$ cat src/rtl/crossing_angle_lorentz_boost_unit_assert.svh
// ---------------------------------------------------------------------------
// crossing angle lorentz boost unit assertion macros
// shared property forms, clocked on clk and disabled while rst_n is low
// ---------------------------------------------------------------------------
`ifndef CROSSING_ANGLE_LORENTZ_BOOST_UNIT_ASSERT_SVH
`define CROSSING_ANGLE_LORENTZ_BOOST_UNIT_ASSERT_SVH

// consequent must hold in the same cycle
`define CALB_ASSERT_IMP(label, ante, cons, msg) \
    label: assert property (@(posedge clk) disable iff (!rst_n) (ante) |-> (cons)) \
        else $error(msg);

// consequent must hold in the next cycle
`define CALB_ASSERT_NXT(label, ante, cons, msg) \
    label: assert property (@(posedge clk) disable iff (!rst_n) (ante) |=> (cons)) \
        else $error(msg);

`endif

$ cat src/rtl/calb_pkg.sv
// ---------------------------------------------------------------------------
// calb_pkg
// widths, constants and payload types of the x-axis lorentz boost unit
// ---------------------------------------------------------------------------
package calb_pkg;

    // data window and field widths
    localparam int DATA_WIDTH = 32;
    localparam int SAT_W      = (DATA_WIDTH > 32) ? 32 : DATA_WIDTH;
    localparam int FIELD_W    = 32;
    localparam int MASS_W     = 31;
    localparam int GAMMA_W    = 18;
    localparam int BG_W       = 19;

    // configuration port
    localparam int CFG_IDX_W  = 1;
    localparam int CFG_DATA_W = BG_W;
    localparam logic [CFG_IDX_W-1:0] CFG_GAMMA      = 1'b0;
    localparam logic [CFG_IDX_W-1:0] CFG_BETA_GAMMA = 1'b1;
    localparam logic [GAMMA_W-1:0]   GAMMA_RESET    = 18'd65536;

    // speed of light in q.16 and its inverse in q.32
    localparam int C_W     = 25;
    localparam int INVC_W  = 24;
    localparam logic [C_W-1:0]    C_Q16     = 25'd19647199;
    localparam logic [INVC_W-1:0] INV_C_Q32 = 24'd14326469;

    localparam int FRAC_SH    = 16;
    localparam int ROUND_HALF = 32768;
    localparam int SPLIT      = 20;

    // internal widths
    localparam int GX_W  = 51;
    localparam int CTF_W = 57;
    localparam int XCF_W = 56;
    localparam int CT_W  = CTF_W - FRAC_SH;
    localparam int XC_W  = XCF_W - FRAC_SH;
    localparam int PP_W  = 40;
    localparam int BX_W  = 60;
    localparam int BXC_W = 60;
    localparam int BT_W  = 52;
    localparam int BP_W  = 53;
    localparam int SQ_W  = 63;
    localparam int E2_W  = 64;
    localparam int SAT_IN_W = 64;

    // square root chain
    localparam int ROOT_W     = 32;
    localparam int ROOT_STEPS = E2_W / 2;
    localparam int REM_W      = 34;
    localparam int TRY_W      = REM_W + 2;

    // saturation rails
    localparam logic signed [SAT_IN_W-1:0] SAT_HI =
        (64'sd1 <<< (SAT_W - 1)) - 64'sd1;
    localparam logic signed [SAT_IN_W-1:0] SAT_LO = -SAT_HI - 64'sd1;
    localparam logic [FIELD_W-1:0] RAIL_HI = SAT_HI[FIELD_W-1:0];
    localparam logic [FIELD_W-1:0] RAIL_LO = SAT_LO[FIELD_W-1:0];

    // fields that ride along unchanged
    typedef struct packed {
        logic                      op;
        logic signed [FIELD_W-1:0] y;
        logic signed [FIELD_W-1:0] z;
        logic signed [FIELD_W-1:0] py;
        logic signed [FIELD_W-1:0] pz;
    } calb_pass_t;

    // boosted terms carried beside the root chain
    typedef struct packed {
        calb_pass_t               pass;
        logic signed [BX_W-1:0]   bx;
        logic signed [BT_W-1:0]   bt;
        logic signed [GX_W-1:0]   gp;
    } calb_side_t;

    // square root working state of one cell
    typedef struct packed {
        logic [E2_W-1:0]   n;
        logic [REM_W-1:0]  rem;
        logic [ROOT_W-1:0] root;
    } calb_root_t;

endpackage

$ cat src/rtl/calb_sqrt_cell.sv
// ---------------------------------------------------------------------------
// calb_sqrt_cell
// one digit of the restoring integer square root, one result bit per cell
// ---------------------------------------------------------------------------
module calb_sqrt_cell (
    input  logic                 clk,
    input  logic                 rst_n,
    input  logic                 up_valid,
    input  calb_pkg::calb_side_t up_side,
    input  calb_pkg::calb_root_t up_root,
    output logic                 up_ready,
    output logic                 valid,
    output calb_pkg::calb_side_t side,
    output calb_pkg::calb_root_t root,
    input  logic                 down_ready
);
    import calb_pkg::*;

    logic       valid_reg;
    calb_side_t side_reg;
    calb_root_t root_reg;
    calb_root_t root_next;
    logic [TRY_W-1:0] r_sh;
    logic [TRY_W-1:0] trial;
    logic [TRY_W-1:0] diff;
    logic             fits;

    assign up_ready = !valid_reg || down_ready;

    // bring down the next two bits and try (4q + 1)
    always_comb
    begin
        r_sh  = {up_root.rem, up_root.n[E2_W-1 -: 2]};
        trial = {{(TRY_W-ROOT_W-2){1'b0}}, up_root.root, 2'b01};
        diff  = r_sh - trial;
        fits  = (r_sh >= trial);
        root_next.n    = {up_root.n[E2_W-3:0], 2'b00};
        root_next.rem  = fits ? diff[REM_W-1:0] : r_sh[REM_W-1:0];
        root_next.root = {up_root.root[ROOT_W-2:0], fits};
    end

    always_ff @(posedge clk or negedge rst_n)
    begin
        if (!rst_n)
        begin
            valid_reg <= 1'b0;
        end
        else if (up_ready)
        begin
            valid_reg <= up_valid;
        end
    end

    always_ff @(posedge clk)
    begin
        if (up_valid && up_ready)
        begin
            side_reg <= up_side;
            root_reg <= root_next;
        end
    end

    assign valid = valid_reg;
    assign side  = side_reg;
    assign root  = root_reg;

endmodule

$ cat config.mk
export PLATFORM = sky130hd
export DESIGN_NAME = calb_sqrt_cell
export DESIGN_NICKNAME = d
export VERILOG_FILES = /design/src/rtl/crossing_angle_lorentz_boost_unit_assert.svh /design/src/rtl/calb_pkg.sv /design/src/rtl/calb_sqrt_cell.sv
export SDC_FILE = /design/constraint.sdc
export NUM_CORES = 1
export LEC_CHECK = 0
export ABC_AREA = 1
export ABC_CLOCK_PERIOD_IN_PS = 23600
export BUFFER_PORTS_ARGS = -buffer_cell sky130_fd_sc_hd__buf_2
export CAP_MARGIN = 20
export CORE_AREA = 2 2 330 332
export CTS_BUF_LIST = sky130_fd_sc_hd__clkbuf_8
export CTS_CLUSTER_DIAMETER = 80
export DETAILED_ROUTE_END_ITERATION = 8
export DIE_AREA = 0 0 332 334
export SYNTH_ARGS = -nofsm -noshare
export SYNTH_HDL_FRONTEND = slang
export SYNTH_SLANG_ARGS = --single-unit
export TNS_END_PERCENT = 30
$ cat constraint.sdc
create_clock -name clk -period 23.6 [get_ports clk]
set_input_delay 1.18 -clock clk [delete_from_list [all_inputs] [get_ports clk]]
set_output_delay 1.18 -clock clk [all_outputs]
set_load 0.01 [all_outputs]
==> summary.txt <==
Synthesis
  • Syn Inst Count: around 1100
  • Synth Area per Inst: 14.64 sq um
  • Post-synthesis sequential area ratio: 80.43%
  • Mapped cell area: 15710 sq um
  • Synth unique cells: 26
  • Yosys reg bits: ~420
  • Area leader, netlist: edfxtp_1
  • Yosys top cell area share: 80.27%
  • Largest cells by area after synthesis: edfxtp_1, nand2_1, inv_1, ha_1, nand3_1
  • Ys Warns: 0

STA
  • Final Hold Violating Endpoints: 0
  • Period minus WS final: 4.505 ns
  • Slew headroom: 33.04%
  • Clock skew: 0.04441 ns
  • Final TNS setup: 0 ns
  • Final setup fails: 0
  • Max Clk Rate: 0.2220 GHz
  • Max Slew Vio Count: 0
  • RSZ-0062 raised after global routing: no
  • Worst slew pin tran: 1.004 ns
  • Part of the cycle the worst path needs: 19.09%

Floorplan
  • IO Pins: 850
  • Die span in y: 334 microns
  • Total core area: between 100000 and 150000 sq um
  • Initial Util: around 15%
  • Row Count: ~120
  • Die width: 332 microns
  • Die area: roughly 110000 sq um

Clock network
  • Later-pin clock latency in the skew report: 0.71 ns
  • Clock Sinks: 421
  • CTS Buffer Depth: 3
  • Post-CTS Resized: 0
  • CTS buffer count: 79
  • Post-CTS setup buffers: 0
  • Clock-pin slew on the worst setup and hold paths: 0.06 ns
  • CTS root buf: clkbuf_8
  • CTS tree: built
  • H-tree Lvls: 3
  • Hold Buf Count CTS: 0

Routing
  • Vias: 12490
  • Post-Route WL: 87640 microns
  • ANT nets after route: 0
  • First drt pass iteration count: 5
  • Drt wl/cell: 25.06 microns
  • Drt drc: 0
  • Vias per inst: 3.572
  • Initial DRC Count: 693

Worst setup path
  • R2R Path End: side[217]
  • Cells on worst reg2reg path: 4
  • CP Capture Type: register
  • Setup crit start kind: input port
  • Crit path DAT: 4.81 ns
  • FF-to-FF setup slack: 19.42 ns
  • Critical R2R Launch: valid
  • Worst setup path end: side[217]
  • Worst Path Required: 23.91 ns
  • Critical path class: input port to register
  • Crit path max fanout: 80
  • CP Launch Point: down_ready

Power and ir drop
  • P_sw: 0.4960 mW
  • Clock power share: 39.4%
  • Worst vdd ir: 0.04647 mV
  • Leakage power: 10.35 nW
  • Flop pwr share: 48.3%
  • Internal power: around 1.4 mW
  • Pwr dens: 79.32 nW/um^2
  • Tot Pwr: approximately 1.9 mW
  • Gate power share: between 10% and 20%
  • Switching Fraction: about 27%

Status
  • Status: finished clean

Place
  • Cell area after placement: 21710 sq um
  • RD Place Congestion: 0.8688
  • Post-DP HPWL: 75930 microns
  • Port Buffer Count: 847

Hold path
  • Min-Delay Path Class: input port to asynchronous set/reset pin

Final layout
  • Most frequent cells in the layout: buf_2, edfxtp_1, nand2_1
  • Fraction of layout cells with a size suffix above 1: a little under half
  • Synth-to-layout area growth: 48.65%
  • Commonest non-fill, non-tap cell in the layout: buf_2
  • Finished Cell Area: 23350 sq um
  • Max reg flops: 292
  • Nets@finish: 2460

Global routing
  • Initial antenna violation count: between 100 and 150
  • Total track usage: 15.36%
  • Number of global-route vias before repair: 12180
  • Global-route wire length before repair: 112000 microns
  • Largest net degree at the start of global routing: 81
  • Grt ovf: 0

Flow run
  • Maxcap violations: 0
-- stage by stage --
stage	hold WS [ns]	std cells	worst slack [ns]	utilization [%]
3_5_place_dp	0.6989	3333	18.38	20.14
3_3_place_gp	0.6921	3333	18.43	20.14
5_1_grt	0.2173	3482	18.87	21.63
2_1_floorplan	0.6094	1074	0.9269	-
6_report	0.3022	3497	19.10	21.67
4_1_cts	0.1935	3477	19.14	21.62
-- how the worst min path moves through the flow --
stage | to | from
finish | valid | rst_n
global route | valid | rst_n
CTS | valid | rst_n
detailed placement | valid | valid
global placement | valid | valid
floorplan | valid | valid
-- logic make-up after synthesis --
logic type,Yosys count,synth area share (%)
DFF,421,80.43
xor gates and xnor gates,18,1.003
buffers and inverters,150,3.862
other,1,0.02387
and+or+nand+nor,406,10.53
AOI/OAI and AO/OA,43,1.441
adders and majority gates,34,2.708
-- power by group through the flow --
stage	Sequential, mW	Combinational (mW)	Clock (mW)
2_1_floorplan	0.965	0.0732	0
3_3_place_gp	0.909	0.231	0
3_5_place_dp	0.910	0.233	0
4_1_cts	0.895	0.233	0.764
5_1_grt	0.898	0.252	0.792
6_report	0.894	0.228	0.730
-- per-layer routing --
layer | global-route usage (%) | share of wire, % | wire [microns]
met3 | 8.524 | 13 | 11500
met4 | 3.530 | 3.4 | 2961
met5 | 0 | 0.29 | 257
met2 | 26.09 | 47 | 41330
met1 | 16.63 | 36 | 31590
-- Yosys cell counts --
library cell and number:
xnor2_1 3, nand2_1 290, o21bai_1 3, buf_6 3, ha_1 34, nand3_1 38, xor2_1 15, nor2_1 49
nand3b_1 4, nand4_1 6, o21ai_0 13, dfrtp_1 1, and2_1 3, inv_1 141, edfxtp_1 420, nor3_1 3
buf_4 5, or2_2 1, nand2_2 2, nor2_2 8, inv_4 1, conb_1 1, a21oi_1 26, nand3_2 1
a21oi_2 1, nand2_4 1
-- area by class of cell --
class | count | area, sq um
well taps | 1414 | 1769
fillers | 11770 | 84440
multi-input cells | 503 | 2482
clock buffers | 80 | 1101
repair buffers | 853 | 4284
clock inverters | 64 | 495.5
inverters | 142 | 535.5
flip-flops and latches | 421 | 12640
diodes | 20 | 50.05
-- critical path: stages --
cell and delay [ns]:
buf_2 0.10, inv_1 0.12, a21oi_4 0.72, buf_4 0.89, buf_4 0.75, buf_4 0.87
Power figures use the tool's default switching activity.
