$ cat src/rtl/crossing_angle_lorentz_boost_unit_assert.svh
// ---------------------------------------------------------------------------
// crossing angle lorentz boost unit assertion macros
// shared property forms, clocked on clk and disabled while rst_n is low
// ---------------------------------------------------------------------------
`ifndef CROSSING_ANGLE_LORENTZ_BOOST_UNIT_ASSERT_SVH
`define CROSSING_ANGLE_LORENTZ_BOOST_UNIT_ASSERT_SVH

// consequent must hold in the same cycle
`define CALB_ASSERT_IMP(label, ante, cons, msg) \
    label: assert property (@(posedge clk) disable iff (!rst_n) (ante) |-> (cons)) \
        else $error(msg);

// consequent must hold in the next cycle
`define CALB_ASSERT_NXT(label, ante, cons, msg) \
    label: assert property (@(posedge clk) disable iff (!rst_n) (ante) |=> (cons)) \
        else $error(msg);

`endif

$ cat src/rtl/calb_pkg.sv
// ---------------------------------------------------------------------------
// calb_pkg
// widths, constants and payload types of the x-axis lorentz boost unit
// ---------------------------------------------------------------------------
package calb_pkg;

    // data window and field widths
    localparam int DATA_WIDTH = 32;
    localparam int SAT_W      = (DATA_WIDTH > 32) ? 32 : DATA_WIDTH;
    localparam int FIELD_W    = 32;
    localparam int MASS_W     = 31;
    localparam int GAMMA_W    = 18;
    localparam int BG_W       = 19;

    // configuration port
    localparam int CFG_IDX_W  = 1;
    localparam int CFG_DATA_W = BG_W;
    localparam logic [CFG_IDX_W-1:0] CFG_GAMMA      = 1'b0;
    localparam logic [CFG_IDX_W-1:0] CFG_BETA_GAMMA = 1'b1;
    localparam logic [GAMMA_W-1:0]   GAMMA_RESET    = 18'd65536;

    // speed of light in q.16 and its inverse in q.32
    localparam int C_W     = 25;
    localparam int INVC_W  = 24;
    localparam logic [C_W-1:0]    C_Q16     = 25'd19647199;
    localparam logic [INVC_W-1:0] INV_C_Q32 = 24'd14326469;

    localparam int FRAC_SH    = 16;
    localparam int ROUND_HALF = 32768;
    localparam int SPLIT      = 20;

    // internal widths
    localparam int GX_W  = 51;
    localparam int CTF_W = 57;
    localparam int XCF_W = 56;
    localparam int CT_W  = CTF_W - FRAC_SH;
    localparam int XC_W  = XCF_W - FRAC_SH;
    localparam int PP_W  = 40;
    localparam int BX_W  = 60;
    localparam int BXC_W = 60;
    localparam int BT_W  = 52;
    localparam int BP_W  = 53;
    localparam int SQ_W  = 63;
    localparam int E2_W  = 64;
    localparam int SAT_IN_W = 64;

    // square root chain
    localparam int ROOT_W     = 32;
    localparam int ROOT_STEPS = E2_W / 2;
    localparam int REM_W      = 34;
    localparam int TRY_W      = REM_W + 2;

    // saturation rails
    localparam logic signed [SAT_IN_W-1:0] SAT_HI =
        (64'sd1 <<< (SAT_W - 1)) - 64'sd1;
    localparam logic signed [SAT_IN_W-1:0] SAT_LO = -SAT_HI - 64'sd1;
    localparam logic [FIELD_W-1:0] RAIL_HI = SAT_HI[FIELD_W-1:0];
    localparam logic [FIELD_W-1:0] RAIL_LO = SAT_LO[FIELD_W-1:0];

    // fields that ride along unchanged
    typedef struct packed {
        logic                      op;
        logic signed [FIELD_W-1:0] y;
        logic signed [FIELD_W-1:0] z;
        logic signed [FIELD_W-1:0] py;
        logic signed [FIELD_W-1:0] pz;
    } calb_pass_t;

    // boosted terms carried beside the root chain
    typedef struct packed {
        calb_pass_t               pass;
        logic signed [BX_W-1:0]   bx;
        logic signed [BT_W-1:0]   bt;
        logic signed [GX_W-1:0]   gp;
    } calb_side_t;

    // square root working state of one cell
    typedef struct packed {
        logic [E2_W-1:0]   n;
        logic [REM_W-1:0]  rem;
        logic [ROOT_W-1:0] root;
    } calb_root_t;

endpackage

$ cat src/rtl/calb_result_if.sv
// ---------------------------------------------------------------------------
// calb_result_if
// output channel: one boosted result per transaction
// ---------------------------------------------------------------------------
interface calb_result_if;
    import calb_pkg::*;

    logic                      valid;
    logic                      ready;
    logic signed [FIELD_W-1:0] out_x;
    logic signed [FIELD_W-1:0] out_y;
    logic signed [FIELD_W-1:0] out_z;
    logic signed [FIELD_W-1:0] out_time;
    logic signed [FIELD_W-1:0] out_mom_x;
    logic signed [FIELD_W-1:0] out_mom_y;
    logic signed [FIELD_W-1:0] out_mom_z;
    logic                      saturated;

    modport source (
        output valid, out_x, out_y, out_z, out_time, out_mom_x, out_mom_y, out_mom_z,
               saturated,
        input  ready
    );

    modport sink (
        input  valid, out_x, out_y, out_z, out_time, out_mom_x, out_mom_y, out_mom_z,
               saturated,
        output ready
    );
endinterface

$ cat src/rtl/calb_back.sv
// ---------------------------------------------------------------------------
// calb_back
// energy product, momentum sum, rounding, saturation and the output register
// ---------------------------------------------------------------------------
module calb_back (
    input  logic                             clk,
    input  logic                             rst_n,
    input  logic signed [calb_pkg::BG_W-1:0] beta_gamma,
    input  logic                             up_valid,
    input  calb_pkg::calb_side_t             up_side,
    input  calb_pkg::calb_root_t             up_root,
    output logic                             up_ready,
    calb_result_if.source                    result
);
    import calb_pkg::*;

    function automatic logic [FIELD_W:0] clip(input logic signed [SAT_IN_W-1:0] v);
        logic [FIELD_W:0] r;
        if (v > SAT_HI)
        begin
            r = {1'b1, RAIL_HI};
        end
        else if (v < SAT_LO)
        begin
            r = {1'b1, RAIL_LO};
        end
        else
        begin
            r = {1'b0, v[FIELD_W-1:0]};
        end
        return r;
    endfunction

    logic v1_reg, v2_reg;
    logic r1, r2;

    calb_side_t             side1_reg;
    logic signed [BP_W-1:0] pe_reg;
    logic signed [BP_W-1:0] pe_next;

    logic signed [BX_W-1:0] vx;
    logic signed [BT_W-1:0] vt;
    logic signed [BP_W-1:0] vp;
    logic [FIELD_W:0]       cx, cy, cz, ct, cpx, cpy, cpz;
    logic                   sat_next;

    logic [FIELD_W-1:0] x_reg, y_reg, z_reg, t_reg, px_reg, py_reg, pz_reg;
    logic               sat_reg;

    assign r2 = !v2_reg || result.ready;
    assign r1 = !v1_reg || r2;
    assign up_ready = r1;

    assign pe_next = BP_W'(beta_gamma) * BP_W'($signed({1'b0, up_root.root}));

    // round half up, then clamp to the data window
    always_comb
    begin
        vx  = (side1_reg.bx + BX_W'(ROUND_HALF)) >>> FRAC_SH;
        vt  = (side1_reg.bt + BT_W'(ROUND_HALF)) >>> FRAC_SH;
        vp  = (BP_W'(side1_reg.gp) + pe_reg + BP_W'(ROUND_HALF)) >>> FRAC_SH;
        cx  = clip(SAT_IN_W'(vx));
        cy  = clip(SAT_IN_W'(side1_reg.pass.y));
        cz  = clip(SAT_IN_W'(side1_reg.pass.z));
        ct  = clip(SAT_IN_W'(vt));
        cpx = clip(SAT_IN_W'(vp));
        cpy = clip(SAT_IN_W'(side1_reg.pass.py));
        cpz = clip(SAT_IN_W'(side1_reg.pass.pz));
        sat_next = cx[FIELD_W] | cy[FIELD_W] | cz[FIELD_W] | ct[FIELD_W]
                 | (side1_reg.pass.op & (cpx[FIELD_W] | cpy[FIELD_W] | cpz[FIELD_W]));
    end

    always_ff @(posedge clk or negedge rst_n)
    begin
        if (!rst_n)
        begin
            v1_reg <= 1'b0;
            v2_reg <= 1'b0;
        end
        else
        begin
            if (r1)
            begin
                v1_reg <= up_valid;
            end
            if (r2)
            begin
                v2_reg <= v1_reg;
            end
        end
    end

    always_ff @(posedge clk)
    begin
        if (up_valid && r1)
        begin
            side1_reg <= up_side;
            pe_reg    <= pe_next;
        end
        if (v1_reg && r2)
        begin
            x_reg   <= cx[FIELD_W-1:0];
            y_reg   <= cy[FIELD_W-1:0];
            z_reg   <= cz[FIELD_W-1:0];
            t_reg   <= ct[FIELD_W-1:0];
            // vertex transactions carry no momentum
            px_reg  <= side1_reg.pass.op ? cpx[FIELD_W-1:0] : '0;
            py_reg  <= side1_reg.pass.op ? cpy[FIELD_W-1:0] : '0;
            pz_reg  <= side1_reg.pass.op ? cpz[FIELD_W-1:0] : '0;
            sat_reg <= sat_next;
        end
    end

    assign result.valid     = v2_reg;
    assign result.out_x     = x_reg;
    assign result.out_y     = y_reg;
    assign result.out_z     = z_reg;
    assign result.out_time  = t_reg;
    assign result.out_mom_x = px_reg;
    assign result.out_mom_y = py_reg;
    assign result.out_mom_z = pz_reg;
    assign result.saturated = sat_reg;

endmodule

$ cat src/flat_wrapper.sv
// flat-port wrapper written by rule: the top's interface ports become plain ports
module calb_back_flat import calb_pkg::*;
  (clk, rst_n, beta_gamma, up_valid, up_side, up_root, up_ready, result_valid, result_out_x, result_out_y, result_out_z, result_out_time, result_out_mom_x, result_out_mom_y, result_out_mom_z, result_saturated, result_ready);
  calb_result_if result_i ();
  input  logic clk;
  input  logic rst_n;
  input  logic signed [calb_pkg::BG_W-1:0] beta_gamma;
  input  logic up_valid;
  input  calb_pkg::calb_side_t up_side;
  input  calb_pkg::calb_root_t up_root;
  output logic up_ready;
  output wire logic [$bits(result_i.valid)-1:0] result_valid;
  output wire logic [$bits(result_i.out_x)-1:0] result_out_x;
  output wire logic [$bits(result_i.out_y)-1:0] result_out_y;
  output wire logic [$bits(result_i.out_z)-1:0] result_out_z;
  output wire logic [$bits(result_i.out_time)-1:0] result_out_time;
  output wire logic [$bits(result_i.out_mom_x)-1:0] result_out_mom_x;
  output wire logic [$bits(result_i.out_mom_y)-1:0] result_out_mom_y;
  output wire logic [$bits(result_i.out_mom_z)-1:0] result_out_mom_z;
  output wire logic [$bits(result_i.saturated)-1:0] result_saturated;
  input wire logic [$bits(result_i.ready)-1:0] result_ready;
  assign result_valid = result_i.valid;
  assign result_out_x = result_i.out_x;
  assign result_out_y = result_i.out_y;
  assign result_out_z = result_i.out_z;
  assign result_out_time = result_i.out_time;
  assign result_out_mom_x = result_i.out_mom_x;
  assign result_out_mom_y = result_i.out_mom_y;
  assign result_out_mom_z = result_i.out_mom_z;
  assign result_saturated = result_i.saturated;
  assign result_i.ready = result_ready;
  calb_back u_core (.clk(clk), .rst_n(rst_n), .beta_gamma(beta_gamma), .up_valid(up_valid), .up_side(up_side), .up_root(up_root), .up_ready(up_ready), .result(result_i));
endmodule
$ cat config.mk
export PLATFORM = sky130hd
export DESIGN_NAME = calb_back_flat
export DESIGN_NICKNAME = d
export VERILOG_FILES = /design/src/rtl/crossing_angle_lorentz_boost_unit_assert.svh /design/src/rtl/calb_pkg.sv /design/src/rtl/calb_result_if.sv /design/src/rtl/calb_back.sv /design/src/flat_wrapper.sv
export SDC_FILE = /design/constraint.sdc
export NUM_CORES = 2
export LEC_CHECK = 0
export BUFFER_PORTS_ARGS = -buffer_cell sky130_fd_sc_hd__clkbuf_2
export CORE_MARGIN = 1
export CORE_UTILIZATION = 50
export CTS_CLUSTER_DIAMETER = 150
export DETAILED_ROUTE_END_ITERATION = 10
export GPL_TIMING_DRIVEN = 0
export HOLD_SLACK_MARGIN = 0.15
export PLACE_DENSITY = 0.72
export SKIP_LAST_GASP = 1
export SYNTH_ARGS = -nofsm -noshare
export SYNTH_HDL_FRONTEND = slang
export SYNTH_SLANG_ARGS = --single-unit
$ cat constraint.sdc
create_clock -name clk -period 22.4 [get_ports clk]
set_clock_uncertainty 0.1 [all_clocks]
set_input_delay 1.12 -clock clk [delete_from_list [all_inputs] [get_ports clk]]
set_output_delay 1.12 -clock clk [all_outputs]
set_load 0.005 [all_outputs]
==> results.yml <==
status:
  status: "finished clean"
floorplanning:
  rows: 106
  die_w_um: 292.7
  pin_count: 672
  design.core.area_um2: 83690
  start_util_pct: 50.49
  die_y_um: 292.7
  dieArea_um2: 85680
setup_path:
  critPathRequiredTime_ps: 22620
  critPathKind: "input port to flop"
  crit_fanout: 10
  end_kind: "flop"
  critPathLaunchType: "input port"
  cp_data_arrival_time_ps: 8970
timing:
  setup_viol_count_final: 0
  finalCriticalPeriod_ps: 8754
  worst_hold_slack_ps: 211.4
  period_share_pct: 39.08
  max_slew_margin_pct: 30.33
  rsz0062_at_grt: "false"
  worst_pin_slew_ps: 1031
  drv_slew: 0
  setup_tns_ps: 0
  final-hold-violation-count: 0
  max_freq_mhz: 114.2
clock_network:
  cts_resized: 0
  cts-root-buf: "clkbuf_16"
  hold_buffers: 0
  cts_buffers: 47
  clock_path_buffers: 3
  cts_setup_buffers: 0
  insertion_delay_ps: 580
  htreeDepth: 2
  cts_tree: "yes"
  clk_pin_slew_ps: 70
  cts.sinks: 541
global_route:
  grt_pass1_wl_um: 173700
  antenna_found_initial: 6
  grt_pass1_vias: 28650
  grt_max_degree: 74
  grt_overflow: 0
  grt.total_usage_pct: 27.10
synthesis:
  syn_inst: 3731
  ys_warn_count: 0
  yosysSeqAreaShare_pct: 38.42
  synth_top_area_share_pct: 38.30
  synth_async_sr_flop_share_pct: 0.3697
  synth_edf_count: 539
  yosys_most_used_dff: "edfxtp_1"
  synth_top_area_cell: "edfxtp_1"
  synthTopCellsByArea: "edfxtp_1 (38%), fa_1 (24%), ha_1 (8.6%)"
  synth_cell_types: 75
  syn_area_um2: 42260
  synthTopCellsByCount: "edfxtp_1 (539), inv_1 (533), fa_1 (509)"
  yosysMostFrequentCell: "edfxtp_1"
  syn-num-nets: 4976
  ys_seq_elements: 541
  avgSynthCellArea_um2: 11.33
placed_design:
  place.gp.congestion: 0.9732
  placed_area_um2: 46550
  dp_hpwl_um: 97330
  port-buffer-count: 534
finish:
  fillers: 7044
  finalNetCount: 5566
  design_area_um2: 48070
  final_core_util_pct: 57.44
  syn2layout_area_growth_pct: 13.75
  largest_reg_flops: 262
  drive_gt1_share_pct: 14.69
detailed_routing:
  vias_per_cell: 5.255
  drtAntennaViolNets: 0
  drc: 0
  dr.pass1.iters: 5
  drt-wirelength-per-cell_um: 21.14
  drt_wl_total_um: 116100
  dr.first_iter.drc_count: 1921
  vias: 28870
flow_run:
  maxCapViolCount: 0
worst_hold_path:
  hold_class: "input port to async pin"
[routing by layer]
metal	vias up	global-route usage [%]	wire (µm)
li1	13340	-	-
met1	14210	33.96	45010
met2	1119	46.39	56540
met3	198	5.501	9837
met4	2	9.935	4723
met5	-	0	13
[cells by family (layout without fill, tap and decap cells)]
family,Yosys count,in the layout,share of synthesized area [%]
simple gates,1079,1079,13.10
fa+ha+maj,800,800,32.73
buf+inv,746,1371,6.686
flops,541,541,38.42
compound gates,420,420,6.052
xor+xnor,143,143,2.964
mux,2,2,0.05033
other cells,0,4,0
[per-stage QoR]
| step | setup slack, ps | instances |
|---|---|---|
| finish | 13650 | 5494 |
| global route | 13250 | 5493 |
| CTS | 13710 | 5490 |
| detailed placement | 13090 | 5406 |
| global placement | 9950 | 5399 |
| floorplan | 13150 | 3731 |
[path summary, 6_finish.rpt]
kind                                                 start                                        to  slack (ps)  cells past startpoint
setup reg to reg            u_core.side1_reg[37]$_DFFE_PP_  u_core.result.out_mom_x[0]$_SDFFCE_PN0P_       17860                     13
min in group clk           u_core.side1_reg[273]$_DFFE_PP_     u_core.result.out_y[14]$_SDFFCE_PP1P_         400                      1
hold reg to reg            u_core.side1_reg[273]$_DFFE_PP_     u_core.result.out_y[14]$_SDFFCE_PP1P_         400                      1
hold / removal                                       rst_n                 u_core.v1_reg$_DFFE_PN0N_         210                      1
max in group asynchronous                            rst_n           u_core.result.valid$_DFFE_PN0P_       21890                      1
setup / recovery                            beta_gamma[18]               u_core.pe_reg[51]$_DFFE_PP_       13650                     23
[cell usage in the layout, fill, tap and decap left out, types with 110 or more instances in the layout]
master / instances
a21oi_1: 110
and2_1: 358
clkbuf_1: 215
clkbuf_2: 537
edfxtp_1: 539
fa_1: 509
ha_1: 291
inv_1: 533
nand2_1: 393
o21ai_0: 130
[worst max-delay path, cell delays in order]
cell and delay, ps:
clkbuf_2 410, clkbuf_1 640, nand2b_1 170, fa_1 540, fa_1 540, inv_1 50, fa_1 500, fa_1 510
fa_1 520, fa_1 570, fa_1 420, ha_1 360, and3_1 230, o21a_1 110, o21ai_0 240, nand4bb_1 330
o21a_1 310, o2111ai_1 250, a31oi_1 170, a221o_1 380, a221o_1 330, a21oi_1 170, xnor2_1 70
[area by class of cell]
class                           instances  area [µm²]  area share (%)
Antenna cell                            4       10.01         0.02082
Inverter                              533        2001           4.162
Sequential cell                       541       16240           33.77
Multi-Input combinational cell       2444       23200           48.27
Clock buffer                           64        1271           2.645
Buffer                                213       824.5           1.715
Tap cell                             1134        1419           2.952
Clock inverter                         20       241.5          0.5024
Timing Repair Buffer                  541        2865           5.961
Power is not shown: default switching activity piles up to over one toggle a cycle in this logic, so the estimate is an artifact.
